`config.mk`:
```
export PLATFORM = sky130hd
export DESIGN_NAME = mac_time_window_dedup_core_flat
export DESIGN_NICKNAME = d
export VERILOG_FILES = /design/src/hw/rtl/mtwd_pkg.sv /design/src/hw/rtl/mtwd_req_if.sv /design/src/hw/rtl/mtwd_rsp_if.sv /design/src/hw/rtl/mtwd_ram.sv /design/src/hw/rtl/mtwd_ctrl.sv /design/src/hw/rtl/mtwd_dpath.sv /design/src/hw/rtl/mac_time_window_dedup_core.sv /design/src/flat_wrapper.sv
export SDC_FILE = /design/constraint.sdc
export NUM_CORES = 2
export LEC_CHECK = 0
export ABC_AREA = 1
export BUFFER_PORTS_ARGS = -buffer_cell sky130_fd_sc_hd__buf_2
export CORE_MARGIN = 2
export CORE_UTILIZATION = 40
export CTS_CLUSTER_DIAMETER = 120
export DETAILED_ROUTE_END_ITERATION = 7
export PLACE_DENSITY_LB_ADDON = 0.12
export SLEW_MARGIN = 20
export SYNTH_ARGS = -nofsm -noshare
export SYNTH_HDL_FRONTEND = slang
export SYNTH_SLANG_ARGS = --single-unit
export TNS_END_PERCENT = 100
```
`constraint.sdc`:
```
create_clock -name clk_i -period 5.25 [get_ports clk_i]
set_clock_uncertainty 0.2 [all_clocks]
set_input_delay 1.3125 -clock clk_i [delete_from_list [all_inputs] [get_ports clk_i]]
set_output_delay 1.3125 -clock clk_i [all_outputs]
set_load 0.005 [all_outputs]
```
`src/hw/rtl/mtwd_pkg.sv`:
```
package mtwd_pkg;

  localparam int unsigned ADDR_W        = 48;
  localparam int unsigned TIME_W        = 32;
  localparam int unsigned SLOT_W        = 5;
  localparam int unsigned NUM_SLOTS_DEF = 32;

  // 5 minutes in ms
  localparam logic [TIME_W-1:0] WINDOW_RST = TIME_W'(5 * 60 * 1000);

  localparam logic OP_CHECK = 1'b0;
  localparam logic OP_CLEAR = 1'b1;

  // controller -> datapath
  typedef struct packed {
    logic start;     // latch item, restart scan
    logic scan;      // issue next read, evaluate previous one
    logic hit_chk;   // age test on the matched slot
    logic miss_wr;   // write address and time into the victim slot
    logic clear;     // drop every slot
    logic load_out;  // move result into the output register
  } mtwd_cmd_t;

  // datapath -> controller
  typedef struct packed {
    logic hit;       // evaluated slot matches
    logic scan_end;  // evaluated slot is the last one
    logic out_free;  // output register can take a result
  } mtwd_sts_t;

endpackage

```
`src/hw/rtl/mtwd_req_if.sv`:
```
interface mtwd_req_if;
  import mtwd_pkg::*;

  logic              valid;
  logic              ready;
  logic              operation;
  logic [ADDR_W-1:0] mac_addr;
  logic [TIME_W-1:0] now_ms;

  modport source (output valid, output operation, output mac_addr, output now_ms,
                  input ready);
  modport sink   (input valid, input operation, input mac_addr, input now_ms,
                  output ready);
endinterface

```
`src/hw/rtl/mtwd_rsp_if.sv`:
```
interface mtwd_rsp_if;
  import mtwd_pkg::*;

  logic              valid;
  logic              ready;
  logic              accepted;
  logic [SLOT_W-1:0] slot_index;
  logic              was_present;

  modport source (output valid, output accepted, output slot_index, output was_present,
                  input ready);
  modport sink   (input valid, input accepted, input slot_index, input was_present,
                  output ready);
endinterface

```
`src/hw/rtl/mtwd_ram.sv`:
```
module mtwd_ram #(
  parameter int unsigned WIDTH = 32,
  parameter int unsigned DEPTH = 32
) (
  input  logic                     clk_i,
  input  logic                     we_i,
  input  logic [$clog2(DEPTH)-1:0] waddr_i,
  input  logic [WIDTH-1:0]         wdata_i,
  input  logic                     re_i,
  input  logic [$clog2(DEPTH)-1:0] raddr_i,
  output logic [WIDTH-1:0]         rdata_o
);
  logic [WIDTH-1:0] mem_q [DEPTH];
  logic [WIDTH-1:0] rdata_q;

  always_ff @(posedge clk_i) begin
    if (we_i) begin
      mem_q[waddr_i] <= wdata_i;
    end
    if (re_i) begin
      rdata_q <= mem_q[raddr_i];
    end
  end

  assign rdata_o = rdata_q;
endmodule

```
`src/hw/rtl/mtwd_ctrl.sv`:
```
module mtwd_ctrl (
  input  logic                clk_i,
  input  logic                rst_ni,
  input  logic                in_valid_i,
  input  logic                in_op_i,
  output logic                in_ready_o,
  input  mtwd_pkg::mtwd_sts_t sts_i,
  output mtwd_pkg::mtwd_cmd_t cmd_o
);
  import mtwd_pkg::*;

  typedef enum logic [4:0] {
    ST_IDLE = 5'b00001,
    ST_SCAN = 5'b00010,
    ST_HIT  = 5'b00100,
    ST_MISS = 5'b01000,
    ST_DONE = 5'b10000
  } state_e;

  state_e    state_q, state_d;
  mtwd_cmd_t cmd;

  always_comb begin
    cmd     = '0;
    state_d = state_q;
    unique case (state_q)
      ST_IDLE: begin
        if (in_valid_i) begin
          if (in_op_i == OP_CLEAR) begin
            cmd.clear = 1'b1;
            state_d   = ST_DONE;
          end else begin
            cmd.start = 1'b1;
            state_d   = ST_SCAN;
          end
        end
      end
      ST_SCAN: begin
        cmd.scan = 1'b1;
        priority if (sts_i.hit) begin
          state_d = ST_HIT;
        end else if (sts_i.scan_end) begin
          state_d = ST_MISS;
        end else begin
          state_d = ST_SCAN;
        end
      end
      ST_HIT: begin
        cmd.hit_chk = 1'b1;
        state_d     = ST_DONE;
      end
      ST_MISS: begin
        cmd.miss_wr = 1'b1;
        state_d     = ST_DONE;
      end
      ST_DONE: begin
        if (sts_i.out_free) begin
          cmd.load_out = 1'b1;
          state_d      = ST_IDLE;
        end
      end
      default: state_d = ST_IDLE;
    endcase
  end

  always_ff @(posedge clk_i or negedge rst_ni) begin
    if (!rst_ni) begin
      state_q <= ST_IDLE;
    end else begin
      state_q <= state_d;
    end
  end

  assign in_ready_o = (state_q == ST_IDLE);
  assign cmd_o      = cmd;
endmodule

```
`src/hw/rtl/mtwd_dpath.sv`:
```
module mtwd_dpath #(
  parameter int unsigned NUM_SLOTS = mtwd_pkg::NUM_SLOTS_DEF
) (
  input  logic                        clk_i,
  input  logic                        rst_ni,
  input  logic                        cfg_we_i,
  input  logic [mtwd_pkg::TIME_W-1:0] cfg_wdata_i,
  input  logic [mtwd_pkg::ADDR_W-1:0] mac_addr_i,
  input  logic [mtwd_pkg::TIME_W-1:0] now_ms_i,
  input  mtwd_pkg::mtwd_cmd_t         cmd_i,
  output mtwd_pkg::mtwd_sts_t         sts_o,
  input  logic                        out_ready_i,
  output logic                        out_valid_o,
  output logic                        out_accepted_o,
  output logic [mtwd_pkg::SLOT_W-1:0] out_slot_index_o,
  output logic                        out_was_present_o
);
  import mtwd_pkg::*;

  localparam int unsigned IdxW = $clog2(NUM_SLOTS);
  localparam int unsigned CntW = IdxW + 1;
  localparam logic [IdxW-1:0] LastIdx  = IdxW'(NUM_SLOTS - 1);
  localparam logic [CntW-1:0] SlotsCnt = CntW'(NUM_SLOTS);

  logic [TIME_W-1:0]    window_q;
  logic [ADDR_W-1:0]    mac_q;
  logic [TIME_W-1:0]    now_q;
  logic [CntW-1:0]      cnt_q;
  logic                 ev_vld_q;
  logic [IdxW-1:0]      ev_idx_q;
  logic [TIME_W-1:0]    best_q;
  logic [IdxW-1:0]      sel_q;
  logic [TIME_W-1:0]    hit_time_q;
  logic [NUM_SLOTS-1:0] valid_q;
  logic                 res_acc_q, res_pres_q;
  logic [SLOT_W-1:0]    res_slot_q;
  logic                 out_vld_q, out_acc_q, out_pres_q;
  logic [SLOT_W-1:0]    out_slot_q;

  logic              issue, slot_vld, hit, take, expired;
  logic [IdxW-1:0]   raddr;
  logic [ADDR_W-1:0] addr_rd;
  logic [TIME_W-1:0] time_rd, age;
  logic              addr_we, time_we;

  assign issue    = cmd_i.scan && (cnt_q < SlotsCnt);
  assign raddr    = cnt_q[IdxW-1:0];
  assign slot_vld = valid_q[ev_idx_q];
  assign hit      = ev_vld_q && slot_vld && (addr_rd == mac_q);
  // invalid slots count as time zero, so they always win the victim search
  assign take     = !slot_vld || (time_rd < best_q);
  assign age      = now_q - hit_time_q;
  assign expired  = !(age < window_q);
  assign addr_we  = cmd_i.miss_wr;
  assign time_we  = cmd_i.miss_wr || (cmd_i.hit_chk && expired);

  mtwd_ram #(.WIDTH(ADDR_W), .DEPTH(NUM_SLOTS)) u_addr_ram (
    .clk_i   (clk_i),
    .we_i    (addr_we),
    .waddr_i (sel_q),
    .wdata_i (mac_q),
    .re_i    (issue),
    .raddr_i (raddr),
    .rdata_o (addr_rd)
  );

  mtwd_ram #(.WIDTH(TIME_W), .DEPTH(NUM_SLOTS)) u_time_ram (
    .clk_i   (clk_i),
    .we_i    (time_we),
    .waddr_i (sel_q),
    .wdata_i (now_q),
    .re_i    (issue),
    .raddr_i (raddr),
    .rdata_o (time_rd)
  );

  // control state
  always_ff @(posedge clk_i or negedge rst_ni) begin
    if (!rst_ni) begin
      window_q  <= WINDOW_RST;
      valid_q   <= '0;
      cnt_q     <= '0;
      ev_vld_q  <= 1'b0;
      out_vld_q <= 1'b0;
    end else begin
      if (cfg_we_i) begin
        window_q <= cfg_wdata_i;
      end
      if (cmd_i.clear) begin
        valid_q <= '0;
      end else if (cmd_i.miss_wr) begin
        valid_q[sel_q] <= 1'b1;
      end
      if (cmd_i.start) begin
        cnt_q    <= '0;
        ev_vld_q <= 1'b0;
      end else if (cmd_i.scan) begin
        ev_vld_q <= issue;
        if (issue) begin
          cnt_q <= cnt_q + CntW'(1);
        end
      end
      if (cmd_i.load_out) begin
        out_vld_q <= 1'b1;
      end else if (out_ready_i) begin
        out_vld_q <= 1'b0;
      end
    end
  end

  // payload
  always_ff @(posedge clk_i) begin
    if (cmd_i.start) begin
      mac_q  <= mac_addr_i;
      now_q  <= now_ms_i;
      best_q <= '1;
      sel_q  <= '0;
    end
    if (cmd_i.scan) begin
      ev_idx_q <= raddr;
      if (hit) begin
        sel_q      <= ev_idx_q;
        hit_time_q <= time_rd;
      end else if (ev_vld_q && take) begin
        sel_q  <= ev_idx_q;
        best_q <= slot_vld ? time_rd : '0;
      end
    end
    if (cmd_i.hit_chk) begin
      res_acc_q  <= expired;
      res_pres_q <= 1'b1;
      res_slot_q <= SLOT_W'(sel_q);
    end
    if (cmd_i.miss_wr) begin
      res_acc_q  <= 1'b1;
      res_pres_q <= 1'b0;
      res_slot_q <= SLOT_W'(sel_q);
    end
    if (cmd_i.clear) begin
      res_acc_q  <= 1'b0;
      res_pres_q <= 1'b0;
      res_slot_q <= '0;
    end
    if (cmd_i.load_out) begin
      out_acc_q  <= res_acc_q;
      out_pres_q <= res_pres_q;
      out_slot_q <= res_slot_q;
    end
  end

  assign sts_o.hit      = hit;
  assign sts_o.scan_end = ev_vld_q && (ev_idx_q == LastIdx);
  assign sts_o.out_free = !out_vld_q || out_ready_i;

  assign out_valid_o       = out_vld_q;
  assign out_accepted_o    = out_acc_q;
  assign out_slot_index_o  = out_slot_q;
  assign out_was_present_o = out_pres_q;
endmodule

```
`src/hw/rtl/mac_time_window_dedup_core.sv`:
```
// Sequencing: a clear item goes straight to the output register; a check item scans
//   the slots up to a match or the last slot, then tests the match or writes a victim.
// Throughput: one item at a time; a check item is paced by the slot scan through the
//   single read port of the RAMs, and its result waits for a free output register.
// Reset (rst_ni, async, active low): all slots invalid, window back to 300000 ms,
//   no result pending. No clearing pass is needed.
module mac_time_window_dedup_core #(
  parameter int unsigned NUM_SLOTS = mtwd_pkg::NUM_SLOTS_DEF
) (
  input  logic                        clk_i,
  input  logic                        rst_ni,
  input  logic                        cfg_we_i,
  input  logic [mtwd_pkg::TIME_W-1:0] cfg_wdata_i,
  mtwd_req_if.sink                    req_i,
  mtwd_rsp_if.source                  rsp_o
);
  import mtwd_pkg::*;

  // Controller and datapath talk only through these two bundles.
  mtwd_cmd_t cmd;
  mtwd_sts_t sts;

  // The controller owns sequencing: idle -> scan -> hit test or victim write
  // -> hand the result to the output register. A clear item skips the scan.
  mtwd_ctrl u_ctrl (
    .clk_i      (clk_i),
    .rst_ni     (rst_ni),
    .in_valid_i (req_i.valid),
    .in_op_i    (req_i.operation),
    .in_ready_o (req_i.ready),
    .sts_i      (sts),
    .cmd_o      (cmd)
  );

  // The datapath holds the window register, the slot RAMs, the valid bits,
  // the victim search and the output register. The output register decouples
  // the result beat from the next request beat: a new item can be taken while
  // the previous result still waits for the sink.
  mtwd_dpath #(.NUM_SLOTS(NUM_SLOTS)) u_dpath (
    .clk_i             (clk_i),
    .rst_ni            (rst_ni),
    .cfg_we_i          (cfg_we_i),
    .cfg_wdata_i       (cfg_wdata_i),
    .mac_addr_i        (req_i.mac_addr),
    .now_ms_i          (req_i.now_ms),
    .cmd_i             (cmd),
    .sts_o             (sts),
    .out_ready_i       (rsp_o.ready),
    .out_valid_o       (rsp_o.valid),
    .out_accepted_o    (rsp_o.accepted),
    .out_slot_index_o  (rsp_o.slot_index),
    .out_was_present_o (rsp_o.was_present)
  );
endmodule

```
`src/flat_wrapper.sv`:
```
// flat-port wrapper written by rule: the top's interface ports become plain ports
module mac_time_window_dedup_core_flat import mtwd_pkg::*;
#(
  parameter int unsigned NUM_SLOTS = mtwd_pkg::NUM_SLOTS_DEF
)
  (clk_i, rst_ni, cfg_we_i, cfg_wdata_i, req_i_valid, req_i_operation, req_i_mac_addr, req_i_now_ms, req_i_ready, rsp_o_valid, rsp_o_accepted, rsp_o_slot_index, rsp_o_was_present, rsp_o_ready);
  mtwd_req_if req_i_i ();
  mtwd_rsp_if rsp_o_i ();
  input  logic clk_i;
  input  logic rst_ni;
  input  logic cfg_we_i;
  input  logic [mtwd_pkg::TIME_W-1:0] cfg_wdata_i;
  input wire logic [$bits(req_i_i.valid)-1:0] req_i_valid;
  input wire logic [$bits(req_i_i.operation)-1:0] req_i_operation;
  input wire logic [$bits(req_i_i.mac_addr)-1:0] req_i_mac_addr;
  input wire logic [$bits(req_i_i.now_ms)-1:0] req_i_now_ms;
  output wire logic [$bits(req_i_i.ready)-1:0] req_i_ready;
  output wire logic [$bits(rsp_o_i.valid)-1:0] rsp_o_valid;
  output wire logic [$bits(rsp_o_i.accepted)-1:0] rsp_o_accepted;
  output wire logic [$bits(rsp_o_i.slot_index)-1:0] rsp_o_slot_index;
  output wire logic [$bits(rsp_o_i.was_present)-1:0] rsp_o_was_present;
  input wire logic [$bits(rsp_o_i.ready)-1:0] rsp_o_ready;
  assign req_i_i.valid = req_i_valid;
  assign req_i_i.operation = req_i_operation;
  assign req_i_i.mac_addr = req_i_mac_addr;
  assign req_i_i.now_ms = req_i_now_ms;
  assign req_i_ready = req_i_i.ready;
  assign rsp_o_valid = rsp_o_i.valid;
  assign rsp_o_accepted = rsp_o_i.accepted;
  assign rsp_o_slot_index = rsp_o_i.slot_index;
  assign rsp_o_was_present = rsp_o_i.was_present;
  assign rsp_o_i.ready = rsp_o_ready;
  mac_time_window_dedup_core #(.NUM_SLOTS(NUM_SLOTS)) u_core (.clk_i(clk_i), .rst_ni(rst_ni), .cfg_we_i(cfg_we_i), .cfg_wdata_i(cfg_wdata_i), .req_i(req_i_i), .rsp_o(rsp_o_i));
endmodule
```
-- Word level (Yosys, flattened, before mapping)
Memories as Yosys holds them, arrays and structs flattened. A register that Yosys moved wholly into a read port is not among the register bits.
Index checks and enable logic that the tools add are counted.
W data, S select, Z words.
- ROM bits: 0
- memories: 2
- latch bits: 0
- word-level logic and storage cells: 108
- RAM bits: 2560
- flip-flop bits (word level): 245
- $add $sub $neg: 2
- reductions and logical operators: 23
- magnitude comparators: 6
- shifts and indexed selects: 0
- multipliers: 0
- muxes and demuxes: 47
- equal/unequal tests: 9
- div/mod/pow operators: 0
- bitwise logic cells: 1
- memory list (name ; words ; width ; rd ports ; clocked after memory_dff ; write ports ; line ; text):
    u_core.u_dpath.u_addr_ram.mem_q ; 32 ; 48 ; 1 ; 1 ; 1 ; mtwd_ram.sv:13 ; logic [WIDTH-1:0] mem_q [DEPTH];
    u_core.u_dpath.u_time_ram.mem_q ; 32 ; 32 ; 1 ; 1 ; 1 ; mtwd_ram.sv:13 ;
- operators by type and width (operator ; count):
    $mux W32 ; 7
    $lt A32 B32 Y1 ; 2
    $mux W5 ; 10
    $eq A48 B48 Y1 ; 1
    $or A32 B32 Y32 ; 1
    $sub A32 B32 Y32 ; 1
    $mux W1 ; 23
    $pmux W5 S4 ; 1
    $mux W6 ; 3
    $lt A5 B6 Y1 const B ; 2
    $eq A5 B5 Y1 const B ; 2
    $reduce_bool A2 Y1 ; 5
    $logic_and A1 B1 Y1 ; 7
    $add A6 B1 Y6 const B ; 1
    $lt A6 B6 Y1 const B ; 1
    $reduce_and A2 Y1 ; 3
    $bmux W1 S5 ; 1
    $demux W1 S5 ; 1
    $eq A5 B1 Y1 const B ; 1
    $eq A5 B2 Y1 const B ; 1
    $eq A5 B3 Y1 const B ; 1
    $eq A5 B4 Y1 const B ; 1
    $ge A5 B1 Y1 const B ; 1
    $mux W4 ; 1
    5 further kinds ; 10

-- Depth between registers and ports, before layout
- word-level depth: 8
- mapped depth: 25

-- Cells and area by module
A second synthesis with hierarchy kept.
- cell total of the unflattened synthesis: 10292
- area, all modules: 119374.5 um^2
- by module, submodules not included (module ; instances ; cells each ; area an instance (um^2)):
    mtwd_ram at u_core.u_dpath.u_addr_ram ; 1 ; 5279 ; 63447.1
    mtwd_ram at u_core.u_dpath.u_time_ram ; 1 ; 3536 ; 42726.0
    mtwd_dpath ; 1 ; 1422 ; 12846.1
    mtwd_ctrl ; 1 ; 55 ; 355.3

-- Worst setup path before layout
No wires, ideal clock.
- kind: register to register
- start point: register u_core.u_ctrl.state_q[3]
- end point: register u_core.u_dpath.cnt_q[4]
- slack: -0.402 ns
- arrival: 5.318 ns
- cell stages (with the launch flop): 9
- buffers on the path: 0
- setup time: 0.134 ns
- cells stage by stage: dfrtp_1 > nor2_1 > inv_1 > nor4_4 > inv_1 > nor2_1 > nand3_1 > o21ai_0 > a21oi_1
- word-level cells in the longest chain between the ends: 5
- RTL lines (what ; line ; text):
    start: declaration ; mtwd_ctrl.sv:20 ; state_e state_q, state_d;
    start signal: assignment ; mtwd_ctrl.sv:70 ; state_q <= state_d;
    $eq A5 B2 Y1 ; mtwd_ctrl.sv:26 ; unique case (state_q)
    $mux W1 ; mtwd_ctrl.sv:26 ;
    $logic_and A1 B1 Y1 ; mtwd_dpath.sv:46 ; assign issue = cmd_i.scan && (cnt_q < SlotsCnt);
    via u_core.u_dpath.issue ; mtwd_dpath.sv:40 ; logic issue, slot_vld, hit, take, expired;
    $reduce_bool A2 Y1 (no source line) ; -- ;
    $reduce_and A2 Y1 (no source line) ; -- ;
    end signal: assignment ; mtwd_dpath.sv:100 ; cnt_q <= cnt_q + CntW'(1);
    end: declaration ; mtwd_dpath.sv:28 ; logic [CntW-1:0] cnt_q;
The timed path passes the listed nets, and every way through them passes these cells.
A chain may end at the register's enable or synchronous reset.

-- Worst setup path after layout
- start point: register u_core.u_dpath.now_q[0]
- end point: memory u_core.u_dpath.u_time_ram.mem_q[2][20], in the netlist u_core.u_dpath.u_time_ram.mem_q[1][20], enable pin
- word-level cells in the longest chain between the ends: 7
- RTL lines (what ; line ; text):
    start: declaration ; mtwd_dpath.sv:27 ; logic [TIME_W-1:0] now_q;
    start signal: assignment ; mtwd_dpath.sv:115 ; now_q <= now_ms_i;
    $sub A32 B32 Y32 ; mtwd_dpath.sv:52 ; assign age = now_q - hit_time_q;
    $lt A32 B32 Y1 ; mtwd_dpath.sv:53 ; assign expired = !(age < window_q);
    $logic_not A1 Y1 ; mtwd_dpath.sv:53 ;
    $logic_and A1 B1 Y1 ; mtwd_dpath.sv:55 ; assign time_we = cmd_i.miss_wr || (cmd_i.hit_chk && expired);
    $logic_or A1 B1 Y1 ; mtwd_dpath.sv:55 ;
    $mux W1 ; mtwd_ram.sv:17 ; if (we_i) begin
    $mux W1 (not written as such) ; mtwd_ram.sv:18 ; mem_q[waddr_i] <= wdata_i;
    end: declaration ; mtwd_ram.sv:13 ;
No other way between the ends.

==> out/qor.yml <==
final_net_count: 9296
powerDensity_nw_per_um2: 477
synth_edf_count: 2764
place_hpwl_um: 221000
place_area_um2: 122000
drc: 0
max_slew_margin: 0.222
grt_setup_unrepaired: "no"
wl_per_cell_um: 29.7
cts_sinks: 2885
routed_wl_um: 389000
postSynthAreaPerCell_um2: 13.0
num_vias: 75740
grt_util_met3: 0.0330
io_pins: 127
p_switching_mw: 20.7
outcome: "finished clean"
synth_cells: 8858
placed_cells: 12517
gr-max-usage-layer: "met2"
drt_pass1_iterations: 6
grt_util_met1: 0.369
setup_viol_count_final: 0
finish.instance_area_um2: 132000
cts_tree: "yes"
tightest_slew_ps: 1160
rows: 196
p_total_mw: 62.9
dp_slack_ps: -232
clock_path_buffers: 4
leakagePower_nw: 44.5
finalCritPeriodShare: 0.922
max_freq_mhz: 207
final_hold_viol_count: 0
gp_congestion: 0.842
antenna_left: 0
cts_buffers: 311
clock_latency_ps: 940
period_minus_slack_ps: 4840
yosys_warnings: 0
routed_via_density: 5.78
core_area_um2: 285000
start_util: 0.403
crit_family: "simple AND/OR/NAND/NOR gates"
syn2layout_area_growth_pct: 14.9
setup_ws_ps: 411
grt_pass1_wl_um: 548000
synthFlopType: "edfxtp_1"
pwr-share-seq: 0.422
maxCapViolCount: 0
drtIter0Drc: 9194
hold_class: "in -> async"
power.share.combinational: 0.240
seq_area_frac_synth: 0.748
cp.required_ps: 5650
final_core_util: 0.463
pwr-share-clk: 0.338
ys_ff_latch: 2885
htreeDepth: 5
crit_buf_inv: 5
cpMaxStageDelayCell: "nor2_4"
path_common_cell: "nand2_1"
vdd_drop_max_mv: 0.413
die_h_um: 540
cp.arrival_ps: 5240
endpoint_kind: "flip-flop"
grt_usage: 0.260
syn_area_um2: 115000
use_met2: 0.417
clkTransAtPathRegs_ps: 60
grt_pass1_vias: 72195
power.internal_mw: 42.2
grt_max_degree: 187
grt_antenna_before_repair: 17
io_buffers: 126
critPathMaxStageDelay_ps: 470
worstSetupStartpointType: "flip-flop"
async_flop_share: 0.0267
instances_no_fill: 13106
grt_overflow: 0
synth_fp_nets: 9071
root_buffer: "clkbuf_16"
fp.dieW_um: 540
synth.distinct_cells: 51
switching_share: 0.330
die_area_um2: 291000
drive_gt1_frac: 0.107
crit_path_max_fanout: 18
drv_slew: 0
crit_type: "reg -> reg"
## power by group through the flow
| stage | combinational, mW | clock (mW) | sequential, mW |
|---|---|---|---|
| 2_1_floorplan | 9.24 | 0 | 27.0 |
| 3_3_place_gp | 14.9 | 0 | 27.0 |
| 3_5_place_dp | 14.9 | 0 | 27.0 |
| 4_1_cts | 15.0 | 21.6 | 26.6 |
| 5_1_grt | 16.5 | 22.4 | 26.6 |
| 6_report | 15.1 | 21.3 | 26.6 |
## flip-flops by register name, indices dropped and copies added, names as in the netlist, 32 cells and up
signal and count:
u_core.u_dpath.valid_q 32, u_core.u_dpath.best_q 32, u_core.u_dpath.now_q 32, u_core.u_dpath.mac_q 48
u_core.u_dpath.u_time_ram.rdata_o 32, u_core.u_dpath.u_addr_ram.rdata_o 48, u_core.u_dpath.hit_time_q 32, u_core.u_dpath.window_q 32
u_core.u_dpath.u_addr_ram.mem_q 1536, u_core.u_dpath.u_time_ram.mem_q 1024
## stage by stage
| step | hold slack, ps | setup TNS (ps) |
|---|---|---|
| final | 243 | 0 |
| after global routing | 261 | 0 |
| after CTS | 233 | 0 |
| after detailed placement | 227 | -59180 |
| after global placement | 223 | -160590 |
| after floorplan | 203 | -17790 |
## worst reg2reg max path: cells and delay by family, from the launching register on
| family | cells | cell delay (ps) |
|---|---|---|
| XOR/XNOR | 1 | 150 |
| adder cells (fa/ha/maj) | 3 | 830 |
| buffers and inverters | 5 | 760 |
| flip-flops | 1 | 400 |
| AND/OR/NAND/NOR | 17 | 2170 |
## cell type report
type	instances	area, µm²
fill	25355	153000
multi-input combinational	5129	26200
clock inverter	165	1530
clock buffer	389	8170
sequential	2885	85800
tap	3762	4710
timing repair buffer	469	4350
inverter	287	1120
antenna	20	50.0
## cell usage after synthesis, drive strengths merged (2+ instances only)
| cell | n | area (µm²) |
|---|---|---|
| a211oi | 6 | 45.0 |
| a21boi | 3 | 22.5 |
| a21o | 6 | 45.0 |
| a21oi | 185 | 926 |
| a22o | 4 | 35.0 |
| a31oi | 89 | 557 |
| a32oi | 4 | 35.0 |
| a41oi | 11 | 96.3 |
| and2 | 2 | 12.5 |
| and3 | 5 | 31.3 |
| buf | 174 | 922 |
| clkbuf | 393 | 1480 |
| clkinv | 3 | 11.3 |
| dfrtp | 68 | 1700 |
| dfstp | 9 | 236 |
| dfxtp | 44 | 881 |
| edfxtp | 2764 | 83000 |
| ha | 94 | 1180 |
| inv | 284 | 1070 |
| nand2 | 642 | 2430 |
| nand3 | 141 | 728 |
| nand3b | 2 | 15.0 |
| nand4 | 26 | 163 |
| nor2 | 1647 | 6180 |
| nor3 | 60 | 300 |
| nor4 | 8 | 80.1 |
| o211a | 27 | 270 |
| o211ai | 11 | 82.6 |
| o21a | 2 | 15.0 |
| o21ai | 1444 | 7230 |
| o21bai | 4 | 30.0 |
| o221ai | 206 | 1800 |
| o22ai | 429 | 2680 |
| or2 | 11 | 68.8 |
| xnor2 | 18 | 158 |
| xor2 | 29 | 254 |
## cells by family (layout without fill, tap and decap cells)
| kind of cell | after synthesis | after routing | synth area share |
|---|---|---|---|
| multiplexers | 1 | 1 | 0.0000981 |
| AND/OR/NAND/NOR | 2545 | 2555 | 0.0873 |
| other | 0 | 20 | 0 |
| AO/OA/AOI/OAI | 2431 | 2431 | 0.121 |
| adder cells (fa/ha/maj) | 95 | 95 | 0.0104 |
| flip-flops | 2885 | 2885 | 0.748 |
| buffers and inverters | 854 | 1310 | 0.0303 |
| XOR/XNOR | 47 | 47 | 0.00359 |
## layout by cell type, fill, tap and decap left out, types with 137 or more instances in the layout
| cell type | count |
|---|---|
| edfxtp_1 | 2764 |
| nor2_1 | 1578 |
| o21ai_0 | 1408 |
| nand2_1 | 638 |
| o22ai_1 | 429 |
| clkbuf_16 | 314 |
| inv_1 | 276 |
| buf_4 | 254 |
| o221ai_1 | 206 |
| a21oi_1 | 185 |
| nand3_1 | 137 |
## routing by layer
layer / wire length, µm / vias to the layer above
met5: 41 / -
li1: - / 33230
met2: 183000 / 3254
met3: 27600 / 584
met4: 12500 / 6
met1: 166000 / 38666
## repair_timing
item,in CTS,in global routing
resized for setup,13,0
hold endpoints to repair,0,0
endpoints found under the setup margin,400,0
buffers inserted,3,0
hold buffers,0,0
## worst paths after layout
kind	slack (ps)	depth (start not counted)	from	to
worst max-delay path	410	26	u_core.u_dpath.now_q[0]	u_core.u_dpath.u_time_ram.mem_q[1][20]
min in group clk_i	240	0	u_core.u_dpath.res_pres_q	u_core.u_dpath.out_was_present_o
worst min register to register	240	0	u_core.u_dpath.res_pres_q	u_core.u_dpath.out_was_present_o
worst max register to register	410	26	u_core.u_dpath.now_q[0]	u_core.u_dpath.u_time_ram.mem_q[1][20]
worst min-delay path	240	1	rst_ni	u_core.u_dpath.window_q[4]
max in group asynchronous	3730	2	rst_ni	u_core.u_dpath.window_q[18]
(Power assumes the default switching activity.)
